<file path="src/rtl/core/rfcd_pkg.sv">
package rfcd_pkg;

  // Frame geometry
  localparam int unsigned FRAME_BYTES_DEF  = 380;
  localparam int unsigned COUNTER_POS      = 4;
  localparam int unsigned DATA_START       = 10;
  localparam int unsigned BLOCK_BYTES      = 92;
  localparam int unsigned BLOCKS           = 4;
  localparam int unsigned CHANNELS         = 46;
  localparam int unsigned LINE_WIDTH       = 200;

  // Frame counter windows
  localparam int unsigned FIRST_COUNTER    = 1;
  localparam int unsigned LAST_COUNTER     = 50;
  localparam int unsigned LINE_END_COUNTER = 51;

  // Field widths
  localparam int unsigned BYTE_W   = 8;
  localparam int unsigned CHAN_W   = 6;
  localparam int unsigned COL_W    = 8;
  localparam int unsigned LINE_W   = 16;
  localparam int unsigned SAMPLE_W = 16;
  localparam int unsigned BLK_W    = $clog2(BLOCKS);
  localparam int unsigned OFS_W    = $clog2(BLOCK_BYTES);
  // full column before range check: counter bits plus block bits
  localparam int unsigned COLF_W   = BYTE_W + BLK_W;

  typedef enum logic {
    KIND_SAMPLE   = 1'b0,
    KIND_LINE_END = 1'b1
  } kind_e;

  // Where the current byte sits inside the sample area
  typedef struct packed {
    logic              in_data;
    logic              odd;
    logic [BLK_W-1:0]  blk;
    logic [CHAN_W-1:0] chan;
  } loc_t;

endpackage

</file>
<file path="src/rtl/core/rfcd_if.sv">
interface rfcd_in_if;
  import rfcd_pkg::*;

  logic              valid;
  logic              ready;
  logic [BYTE_W-1:0] data_byte;

  modport source (output valid, output data_byte, input ready);
  modport sink   (input valid, input data_byte, output ready);
endinterface

interface rfcd_out_if;
  import rfcd_pkg::*;

  logic                valid;
  logic                ready;
  logic                kind;
  logic [CHAN_W-1:0]   channel;
  logic [COL_W-1:0]    column;
  logic [LINE_W-1:0]   line;
  logic [SAMPLE_W-1:0] sample;

  modport source (output valid, output kind, output channel, output column,
                  output line, output sample, input ready);
  modport sink   (input valid, input kind, input channel, input column,
                  input line, input sample, output ready);
endinterface

</file>
<file path="src/rtl/core/rfcd_locate.sv">
module rfcd_locate #(
  parameter int unsigned PosW = 9
) (
  input  logic [PosW-1:0] pos_i,
  output rfcd_pkg::loc_t  loc_o
);
  import rfcd_pkg::*;

  logic [PosW-1:0]  rel;
  logic [PosW-1:0]  ofs_full;
  logic [BLK_W-1:0] blk;
  logic [OFS_W-1:0] ofs;

  assign rel = pos_i - PosW'(DATA_START);

  // block split by compare/subtract, no divider
  always_comb begin
    if (rel >= PosW'(3 * BLOCK_BYTES)) begin
      blk      = BLK_W'(3);
      ofs_full = rel - PosW'(3 * BLOCK_BYTES);
    end else if (rel >= PosW'(2 * BLOCK_BYTES)) begin
      blk      = BLK_W'(2);
      ofs_full = rel - PosW'(2 * BLOCK_BYTES);
    end else if (rel >= PosW'(BLOCK_BYTES)) begin
      blk      = BLK_W'(1);
      ofs_full = rel - PosW'(BLOCK_BYTES);
    end else begin
      blk      = BLK_W'(0);
      ofs_full = rel;
    end
  end

  assign ofs = ofs_full[OFS_W-1:0];

  assign loc_o.in_data = (pos_i >= PosW'(DATA_START)) &&
                         (pos_i < PosW'(DATA_START + BLOCKS * BLOCK_BYTES));
  assign loc_o.odd     = ofs[0];
  assign loc_o.blk     = blk;
  assign loc_o.chan    = ofs[OFS_W-1:1];

endmodule

</file>
<file path="src/rtl/core/radiometer_frame_channel_demux.sv">
// Radiometer frame channel demultiplexer. Takes a byte stream of fixed frames
// (FrameBytes long, 380 by default) and splits the sample area (bytes 10..377,
// four blocks of 46 big-endian 16-bit samples) into per-channel requests
// tagged with channel, column and scan line. Byte 4 of each frame is the
// frame counter: counters 1..50 emit samples at column (counter-1)*4+block,
// and counter 51 emits one line-end request at the last byte of the frame,
// after which the 16-bit line counter advances (wrapping). Frames with any
// other counter are consumed silently. Throughput is one byte per clock
// unless the input stalls: each byte is decoded in the cycle it is accepted
// and any request lands in a single output register, so the request shows
// in the cycle after its byte is accepted. The input stalls only while that
// output register is full and the sink holds off. There is no frame sync
// logic: the first byte after reset is taken as byte 0 of a frame.
module radiometer_frame_channel_demux #(
  parameter int unsigned FrameBytes = rfcd_pkg::FRAME_BYTES_DEF
) (
  input  logic              clk_i,
  input  logic              rst_ni,
  rfcd_in_if.sink           in_i,
  rfcd_out_if.source        out_o
);
  import rfcd_pkg::*;

  localparam int unsigned PosW = $clog2(FrameBytes);

  // frame tracking state
  logic [PosW-1:0]   pos_q, pos_d;
  logic [BYTE_W-1:0] fc_q, fc_d;
  logic [BYTE_W-1:0] hi_q, hi_d;
  logic [LINE_W-1:0] line_q, line_d;

  // output register
  logic                out_vld_q, out_vld_d;
  kind_e               kind_q, kind_d;
  logic [CHAN_W-1:0]   chan_q, chan_d;
  logic [COL_W-1:0]    col_q, col_d;
  logic [LINE_W-1:0]   oline_q, oline_d;
  logic [SAMPLE_W-1:0] samp_q, samp_d;

  logic              accept;
  loc_t              loc;
  logic [BYTE_W-1:0] fc_eff;
  logic              fc_ok;
  logic [COLF_W-1:0] col_full;
  logic              last_byte;
  logic              samp_hit;
  logic              lend_hit;

  rfcd_locate #(
    .PosW (PosW)
  ) u_locate (
    .pos_i (pos_q),
    .loc_o (loc)
  );

  // output register frees up in the same cycle it is drained
  assign in_i.ready = !out_vld_q || out_o.ready;
  assign accept     = in_i.valid && in_i.ready;

  // the counter byte takes effect for its own byte too
  assign fc_eff = (pos_q == PosW'(COUNTER_POS)) ? in_i.data_byte : fc_q;
  assign fc_ok  = (fc_eff >= BYTE_W'(FIRST_COUNTER)) &&
                  (fc_eff <= BYTE_W'(LAST_COUNTER));

  // (counter-1)*4 + block, four blocks so a plain concat
  assign col_full  = {fc_eff - BYTE_W'(FIRST_COUNTER), loc.blk};
  assign last_byte = pos_q >= PosW'(FrameBytes - 1);

  // sample completes on the low (odd) byte
  assign samp_hit = accept && loc.in_data && loc.odd && fc_ok &&
                    (loc.chan < CHAN_W'(CHANNELS)) &&
                    (col_full < COLF_W'(LINE_WIDTH));

  assign lend_hit = accept && last_byte && !samp_hit &&
                    (fc_eff == BYTE_W'(LINE_END_COUNTER));

  always_comb begin
    pos_d  = pos_q;
    fc_d   = fc_q;
    hi_d   = hi_q;
    line_d = line_q;
    if (accept) begin
      pos_d = last_byte ? '0 : pos_q + PosW'(1);
      if (pos_q == PosW'(COUNTER_POS)) begin
        fc_d = in_i.data_byte;
      end
      if (loc.in_data && !loc.odd) begin
        hi_d = in_i.data_byte;
      end
      if (lend_hit) begin
        line_d = line_q + LINE_W'(1);
      end
    end
  end

  always_comb begin
    out_vld_d = out_vld_q;
    kind_d    = kind_q;
    chan_d    = chan_q;
    col_d     = col_q;
    oline_d   = oline_q;
    samp_d    = samp_q;
    if (out_o.ready) begin
      out_vld_d = 1'b0;
    end
    if (samp_hit) begin
      out_vld_d = 1'b1;
      kind_d    = KIND_SAMPLE;
      chan_d    = loc.chan;
      col_d     = col_full[COL_W-1:0];
      oline_d   = line_q;
      samp_d    = {hi_q, in_i.data_byte};
    end else if (lend_hit) begin
      // line end carries the line that just finished
      out_vld_d = 1'b1;
      kind_d    = KIND_LINE_END;
      chan_d    = '0;
      col_d     = '0;
      oline_d   = line_q;
      samp_d    = '0;
    end
  end

  always_ff @(posedge clk_i or negedge rst_ni) begin
    if (!rst_ni) begin
      pos_q     <= '0;
      fc_q      <= '0;
      line_q    <= '0;
      out_vld_q <= 1'b0;
    end else begin
      pos_q     <= pos_d;
      fc_q      <= fc_d;
      line_q    <= line_d;
      out_vld_q <= out_vld_d;
    end
  end

  always_ff @(posedge clk_i) begin
    hi_q    <= hi_d;
    kind_q  <= kind_d;
    chan_q  <= chan_d;
    col_q   <= col_d;
    oline_q <= oline_d;
    samp_q  <= samp_d;
  end

  assign out_o.valid   = out_vld_q;
  assign out_o.kind    = kind_q;
  assign out_o.channel = chan_q;
  assign out_o.column  = col_q;
  assign out_o.line    = oline_q;
  assign out_o.sample  = samp_q;

endmodule

</file>
<file path="src/flat_wrapper.sv">
// flat-port wrapper written by rule: the top's interface ports become plain ports
module radiometer_frame_channel_demux_flat import rfcd_pkg::*;
#(
  parameter int unsigned FrameBytes = rfcd_pkg::FRAME_BYTES_DEF
)
  (clk_i, rst_ni, in_i_valid, in_i_data_byte, in_i_ready, out_o_valid, out_o_kind, out_o_channel, out_o_column, out_o_line, out_o_sample, out_o_ready);
  rfcd_in_if in_i_i ();
  rfcd_out_if out_o_i ();
  input  logic clk_i;
  input  logic rst_ni;
  input wire logic [$bits(in_i_i.valid)-1:0] in_i_valid;
  input wire logic [$bits(in_i_i.data_byte)-1:0] in_i_data_byte;
  output wire logic [$bits(in_i_i.ready)-1:0] in_i_ready;
  output wire logic [$bits(out_o_i.valid)-1:0] out_o_valid;
  output wire logic [$bits(out_o_i.kind)-1:0] out_o_kind;
  output wire logic [$bits(out_o_i.channel)-1:0] out_o_channel;
  output wire logic [$bits(out_o_i.column)-1:0] out_o_column;
  output wire logic [$bits(out_o_i.line)-1:0] out_o_line;
  output wire logic [$bits(out_o_i.sample)-1:0] out_o_sample;
  input wire logic [$bits(out_o_i.ready)-1:0] out_o_ready;
  assign in_i_i.valid = in_i_valid;
  assign in_i_i.data_byte = in_i_data_byte;
  assign in_i_ready = in_i_i.ready;
  assign out_o_valid = out_o_i.valid;
  assign out_o_kind = out_o_i.kind;
  assign out_o_channel = out_o_i.channel;
  assign out_o_column = out_o_i.column;
  assign out_o_line = out_o_i.line;
  assign out_o_sample = out_o_i.sample;
  assign out_o_i.ready = out_o_ready;
  radiometer_frame_channel_demux #(.FrameBytes(FrameBytes)) u_core (.clk_i(clk_i), .rst_ni(rst_ni), .in_i(in_i_i), .out_o(out_o_i));
endmodule
</file>
<file path="config.mk">
export PLATFORM = sky130hd
export DESIGN_NAME = radiometer_frame_channel_demux_flat
export DESIGN_NICKNAME = d
export VERILOG_FILES = /design/src/rtl/core/rfcd_pkg.sv /design/src/rtl/core/rfcd_if.sv /design/src/rtl/core/rfcd_locate.sv /design/src/rtl/core/radiometer_frame_channel_demux.sv /design/src/flat_wrapper.sv
export SDC_FILE = /design/constraint.sdc
export NUM_CORES = 1
export LEC_CHECK = 0
export ABC_AREA = 1
export BUFFER_PORTS_ARGS = -buffer_cell sky130_fd_sc_hd__buf_2
export CAP_MARGIN = 15
export CORE_MARGIN = 8
export CORE_UTILIZATION = 60
export DETAILED_ROUTE_END_ITERATION = 10
export PLACE_DENSITY = 0.91
export RECOVER_POWER = 100
export SYNTH_ARGS = -nofsm -noshare
export SYNTH_HDL_FRONTEND = slang
export SYNTH_SLANG_ARGS = --single-unit
export TNS_END_PERCENT = 5
</file>
<file path="constraint.sdc">
create_clock -name clk_i -period 8 [get_ports clk_i]
set_input_delay 0.4 -clock clk_i [delete_from_list [all_inputs] [get_ports clk_i]]
set_output_delay 0.4 -clock clk_i [all_outputs]
set_load 0.05 [all_outputs]
</file>
Word level (Yosys, flattened, before mapping)
Index checks and enable logic that the tools add are counted.
- register bits: 89
- input port bits: 12
- output and inout port bits: 49
- word-level logic and storage cells: 68
- add/subtract/negate cells: 7
- magnitude comparators: 10
- equality and inequality tests: 2
- mux-type cells: 19
- reduce and logical (&&, ||, !) cells: 20
- operator list (cell ; count):
    16-bit 2-to-1 mux ; 4
    8-bit 2-to-1 mux ; 3
    7-bit 2-to-1 mux ; 3
    9-bit greater-or-equal comparator (second input constant) ; 2
    16-bit by 1-bit adder with 16-bit output (second input constant) ; 1
    1-bit logical AND ; 12
    6-bit 2-to-1 mux ; 2
    10-bit by 8-bit < comparator with 1-bit output (second input constant) ; 1
    9-bit by 1-bit adder with 9-bit output (second input constant) ; 1
    9-bit by 3-bit == test with 1-bit output (second input constant) ; 1
    9-bit by 4-bit greater-or-equal comparator with 1-bit output (second input constant) ; 1
    9-bit by 7-bit greater-or-equal comparator with 1-bit output (second input constant) ; 1
    9-bit by 8-bit greater-or-equal comparator with 1-bit output (second input constant) ; 1
    9-bit < comparator (second input constant) ; 1
    9-bit 2-to-1 mux ; 1
    9-bit by 4-bit subtractor with 9-bit output (second input constant) ; 1
    8-bit by 6-bit == test with 1-bit output (second input constant) ; 1
    8-bit by 1-bit greater-or-equal comparator with 1-bit output (second input constant) ; 1
    8-bit by 6-bit <= comparator with 1-bit output (second input constant) ; 1
    8-bit by 1-bit subtractor with 8-bit output (second input constant) ; 1
    7-bit by 5-bit subtractor with 7-bit output (second input constant) ; 1
    7-bit by 6-bit subtractor with 7-bit output (second input constant) ; 1
    7-bit subtractor (second input constant) ; 1
    6-bit < comparator (second input constant) ; 1
    other kinds (7) ; 14

Depth between registers and ports, before layout
- depth after elaboration: 14
- depth in mapped cells: 27
- depth with buffers taken out: 25

Modules after synthesis
Synthesis repeated with hierarchy kept, for this count alone.
- cells, all modules: 562
- area total of the unflattened synthesis: 4917.2 µm²
- modules (own cells, without submodules) (module ; times used ; cells each ; area each (µm²) ; sequential area each (µm²)):
    radiometer_frame_channel_demux ; 1 ; 421 ; 4101.4 ; 2492.4
    rfcd_locate ; 1 ; 141 ; 815.8 ; 0.0

Least setup slack after synthesis
OpenSTA, ideal clock, no wires.
- path type: register -> register
- start point: register u_core.pos_q[1]
- end point: register u_core.chan_q[0], in the netlist u_core.out_o.channel[0] (enable)
- setup time: 0.404 ns
- arrival time: 3.663 ns
- required time: 7.596 ns
- slack: 3.933 ns
- stages on the path, launching flop included: 25
- buffers on the path: 2
- clock period less this slack: 4.067 ns
- cell sequence: dfrtp_1 inv_2 ha_1 inv_1 nand2_2 nand2_1 inv_1 ha_1 a21oi_1 nand3_1 nor2_1 nand3_1 nand2_1 buf_4 nand2_1 nand2_1 nor2_1 a21oi_2 nand3_1 nand2_1 nand2_2 nand2_2 buf_6 nand3_4 nand2_1
- RTL lines (element ; RTL line ; source):
    from (decl) ; radiometer_frame_channel_demux.sv:27 ; logic [PosW-1:0] pos_q, pos_d;
    from (signal assigned) ; radiometer_frame_channel_demux.sv:131 ; pos_q <= pos_d;
    to (signal assigned) ; radiometer_frame_channel_demux.sv:141 ; chan_q <= chan_d;
    to (decl) ; radiometer_frame_channel_demux.sv:35 ; logic [CHAN_W-1:0] chan_q, chan_d;

Worst setup path in the final report
- start point: register u_core.pos_q[0]
- end point: register u_core.chan_q[4], in the netlist u_core.out_o.channel[4] (enable)
- elaborated cells on any way between the ends: 36
- those cells by class: add/sub: 5; order compare: 10; eq/ne: 2; mux: 7; reduce/logical: 12
- RTL lines (element ; RTL line ; source):
    9-bit by 3-bit == test with 1-bit output * ; radiometer_frame_channel_demux.sv:61 ; assign fc_eff = (pos_q == PosW'(COUNTER_POS)) ? in_i.data_byte : fc_q;
    8-bit 2-to-1 mux * ; radiometer_frame_channel_demux.sv:61 ;
    net u_core.fc_eff[0] ; radiometer_frame_channel_demux.sv:42 ; logic [BYTE_W-1:0] fc_eff;
    8-bit by 1-bit subtractor with 8-bit output * ; radiometer_frame_channel_demux.sv:66 ; assign col_full = {fc_eff - BYTE_W'(FIRST_COUNTER), loc.blk};
    net u_core.col_full[2] ; radiometer_frame_channel_demux.sv:44 ; logic [COLF_W-1:0] col_full;
    10-bit by 8-bit < comparator with 1-bit output * ; radiometer_frame_channel_demux.sv:72 ; (col_full < COLF_W'(LINE_WIDTH));
    1-bit logical AND * ; radiometer_frame_channel_demux.sv:71 ; (loc.chan < CHAN_W'(CHANNELS)) &&
    1-bit zero test ; radiometer_frame_channel_demux.sv:74 ; assign lend_hit = accept && last_byte && !samp_hit &&
    1-bit logical AND (2 in series) ; radiometer_frame_channel_demux.sv:74 ;
    2-bit nonzero test (no source line) * ; n/a ;
The timed path passes the listed nets; every way through them passes the cells marked *.
A chain may end at the register's enable or synchronous reset.

==> results.yml <==
cells_and_area:
  fillers: 644
  stdcell_area_um2: 5120
  layout_common_cells: "nand2_1 (116), inv_1 (67), clkbuf_1 (56)"
  utilization: 0.667
  final_nets: 599
  drive_gt1_frac: 0.102
  final_common_cell: "nand2_1"
  syn2layout_area_growth_pct: 7.68
  register_area_um2: 2490
  multiInputGateArea_um2: 1770
  antenna_cells: 0
sta:
  fin_crit_ns: 5.38
  fin_setup_tns_ns: 0
  setup_violations: 0
  finalHoldViolCount: 0
  fmax_mhz: 186
  drv_slew: 82
  rsz0062_at_grt: "no"
  skew_ns: 0.0164
  slew_headroom: -0.284
  tightest_slew_ns: 1.93
  hold_slack_ns: 0.229
  period_share: 0.673
  worst_slack_ns: 2.62
worst_setup_path:
  crit_end: "u_core.out_o.channel[4]"
  cp.arrival_ns: 5.33
  crit_path_max_fanout: 46
  regToRegStartpoint: "u_core.pos_q[0]"
  worstPathRequired_ns: 7.95
  path_buf_inv: 2
  cp.depth: 14
  start_kind: "flop"
  crit_family: "simple AND/OR/NAND/NOR gates"
  ff2ff_setup_slack_ns: 2.62
  rr_endpoint: "u_core.out_o.channel[4]"
  slowest_delay_ns: 1.47
  end_kind: "flop"
  crit_top_cell: "nand2_1"
  crit_path_start: "u_core.pos_q[0]"
  rr_worst_depth: 14
  worstSetupPathType: "reg2reg"
  worstPathCellList: "inv_1 > ha_1 > nand2_1 > nor3_1 > nand2_1 > o21ai_0 > inv_1 > ha_1 > a21oi_1 > nor2_1 > o211a_2 > nand2_1 > nand3_1 > nand2_1"
  slowest_stage: "nand2_1"
global_route:
  grt_max_degree: 50
  grtUsageTotal: 0.185
  grt_pass1_vias: 3580
  grt_antenna_before_repair: 0
  met1_usage: 0.223
  grt_util_met3: 0.0448
  grt_use_met2: 0.305
  grt_overflow: 0
  grt_pass1_wl_um: 16700
  grt-busiest-layer: "met2"
cts:
  cts_setup_buffers: 0
  htree_levels: 3
  cts_root_buf: "clkbuf_8"
  cts_tree: "done"
  cts_max_path_buffers: 2
  hold_buffers: 0
  cts_resized: 0
  numCtsBuffers: 9
  cts_sinks: 89
  clkLatencyLatePin_ns: 0.37
  clkSlewWorstSetupHoldPaths_ns: 0.08
yosys:
  syn_inst: 510
  synth_seq_cells: 89
  synth_top_family_by_area: "simple AND/OR/NAND/NOR gates"
  synthAdderAreaFrac: 0.0421
  yosysSeqAreaShare: 0.524
  syn_area_um2: 4760
  synth-xor-area-share: 0.0166
  ys_warn_count: 0
  synth_nets: 538
  syn_area_per_cell_um2: 9.33
  synthDistinctLibCells: 44
  synth_compound_area_frac: 0.0507
  synthMuxAreaShare: 0
  yosys.area_share.simple: 0.284
floorplanning:
  die_w_um: 105
  coreArea_um2: 7690
  num_rows: 32
  start_util: 0.619
  io_pins: 61
  dieArea_um2: 11000
  die_y_um: 105
placed_design:
  place_ws_ns: 3.63
  post_dp_cell_area_um2: 5110
  io_buffer_count: 60
  dp_hpwl_um: 7180
  gp_congestion: 0.922
status:
  outcome: "complete, but fails checks"
  violations: "max-capacitance violations, max-slew violations"
hold_path:
  hold_path_depth: 1
  hold_path.class: "in2reg"
detailed_routing:
  first_pass_iters: 5
  drt_iter0_drc: 238
  via_per_inst: 5.45
  routed-via-count: 3698
  routedWlPerCell_um: 14.9
  ant_nets: 0
  drc: 0
  drt-total-wl_um: 10100
job:
  drv_cap: 2
power_and_ir_drop:
  p_leak_uw: 0.00224
  vdd_drop_max_uv: 149
  power_per_cell_area_nw_per_um2: 393
[worst register-to-register path, stage by stage, from the launching register on]
cell     delay (ns)
dfrtp_1        0.46
inv_1          0.20
ha_1           0.19
nand2_1        0.05
nor3_1         0.14
nand2_1        0.25
o21ai_0        0.57
inv_1          0.19
ha_1           0.37
a21oi_1        0.16
nor2_1         0.07
o211a_2        0.27
nand2_1        0.25
nand3_1        0.31
nand2_1        1.48
[metal layers]
layer	vias up	part of all wire	wire, µm
li1	1800	-	-
met1	1743	0.42	4240
met2	135	0.49	4910
met3	20	0.069	692
met4	0	0.023	231
met5	-	0	0
[Yosys cell counts, drive strengths merged]
library cell | instances | area share
a2111oi | 1 | 0.0018
a21oi | 15 | 0.019
a31o | 1 | 0.0018
a31oi | 1 | 0.0013
buf | 9 | 0.017
clkbuf | 2 | 0.0016
dfrtp | 34 | 0.18
dfxtp | 1 | 0.0042
edfxtp | 54 | 0.34
ha | 16 | 0.042
inv | 80 | 0.064
nand2 | 123 | 0.10
nand3 | 40 | 0.045
nand3b | 2 | 0.0032
nand4 | 21 | 0.029
nor2 | 59 | 0.073
nor3 | 10 | 0.013
nor3b | 1 | 0.0016
nor4 | 6 | 0.011
o2111ai | 2 | 0.0037
o211a | 1 | 0.0021
o21a | 1 | 0.0016
o21ai | 17 | 0.018
o21bai | 1 | 0.0016
or2 | 3 | 0.0039
xnor2 | 3 | 0.0055
xor2 | 6 | 0.011
[worst min path at each step]
stage,startpoint,end,slack (ns)
after floorplan,rst_ni,u_core.fc_q[0],0.10
after global placement,u_core.out_o.kind,u_core.out_o.kind,0.45
after detailed placement,u_core.out_o.kind,u_core.out_o.kind,0.45
after CTS,rst_ni,u_core.line_q[12],0.13
after global routing,in_i_data_byte[7],u_core.hi_q[7],0.22
final,in_i_data_byte[5],u_core.hi_q[5],0.23
[flip-flops by register name (all words and copies together), names as in the netlist]
| signal | count |
|---|---|
| u_core.out_o.kind | 1 |
| u_core.out_o.line | 16 |
| u_core.fc_q | 8 |
| u_core.hi_q | 8 |
| u_core.line_q | 16 |
| u_core.pos_q | 9 |
| u_core.out_o.valid | 1 |
| u_core.out_o.channel | 6 |
| u_core.out_o.sample | 16 |
| u_core.out_o.column | 8 |
[metrics by stage]
stage	total power, µW	instances
after floorplan	1540	510
after global placement	1720	662
after detailed placement	1740	662
after CTS	2050	678
after global routing	2150	678
final	2010	678
[cell families (layout without fill, tap and decap cells)]
group,after synthesis,after routing
AND/OR/NAND/NOR,265,265
AO/OA/AOI/OAI,40,40
XOR/XNOR,9,9
buffers and inverters,91,157
adder cells (fa/ha/maj),16,16
flip-flops,89,89
[report_power, final]
part	internal [µW]	leakage, µW	total (µW)	switching, µW
clock network	146	0.0000929	311	165
registers	611	0.000972	661	50.4
logic	273	0.00117	1040	769
total	1030	0.00224	2010	984
[final cells by class]
class                   count  share of cell area
flip-flops and latches     89               0.486
multi-input cells         330               0.345
inverters                  80              0.0593
repair buffers             61              0.0466
clock buffers              10              0.0249
well taps                 102              0.0249
clock inverters             6              0.0132
No activity file was read; power rests on OpenSTA's default activity.
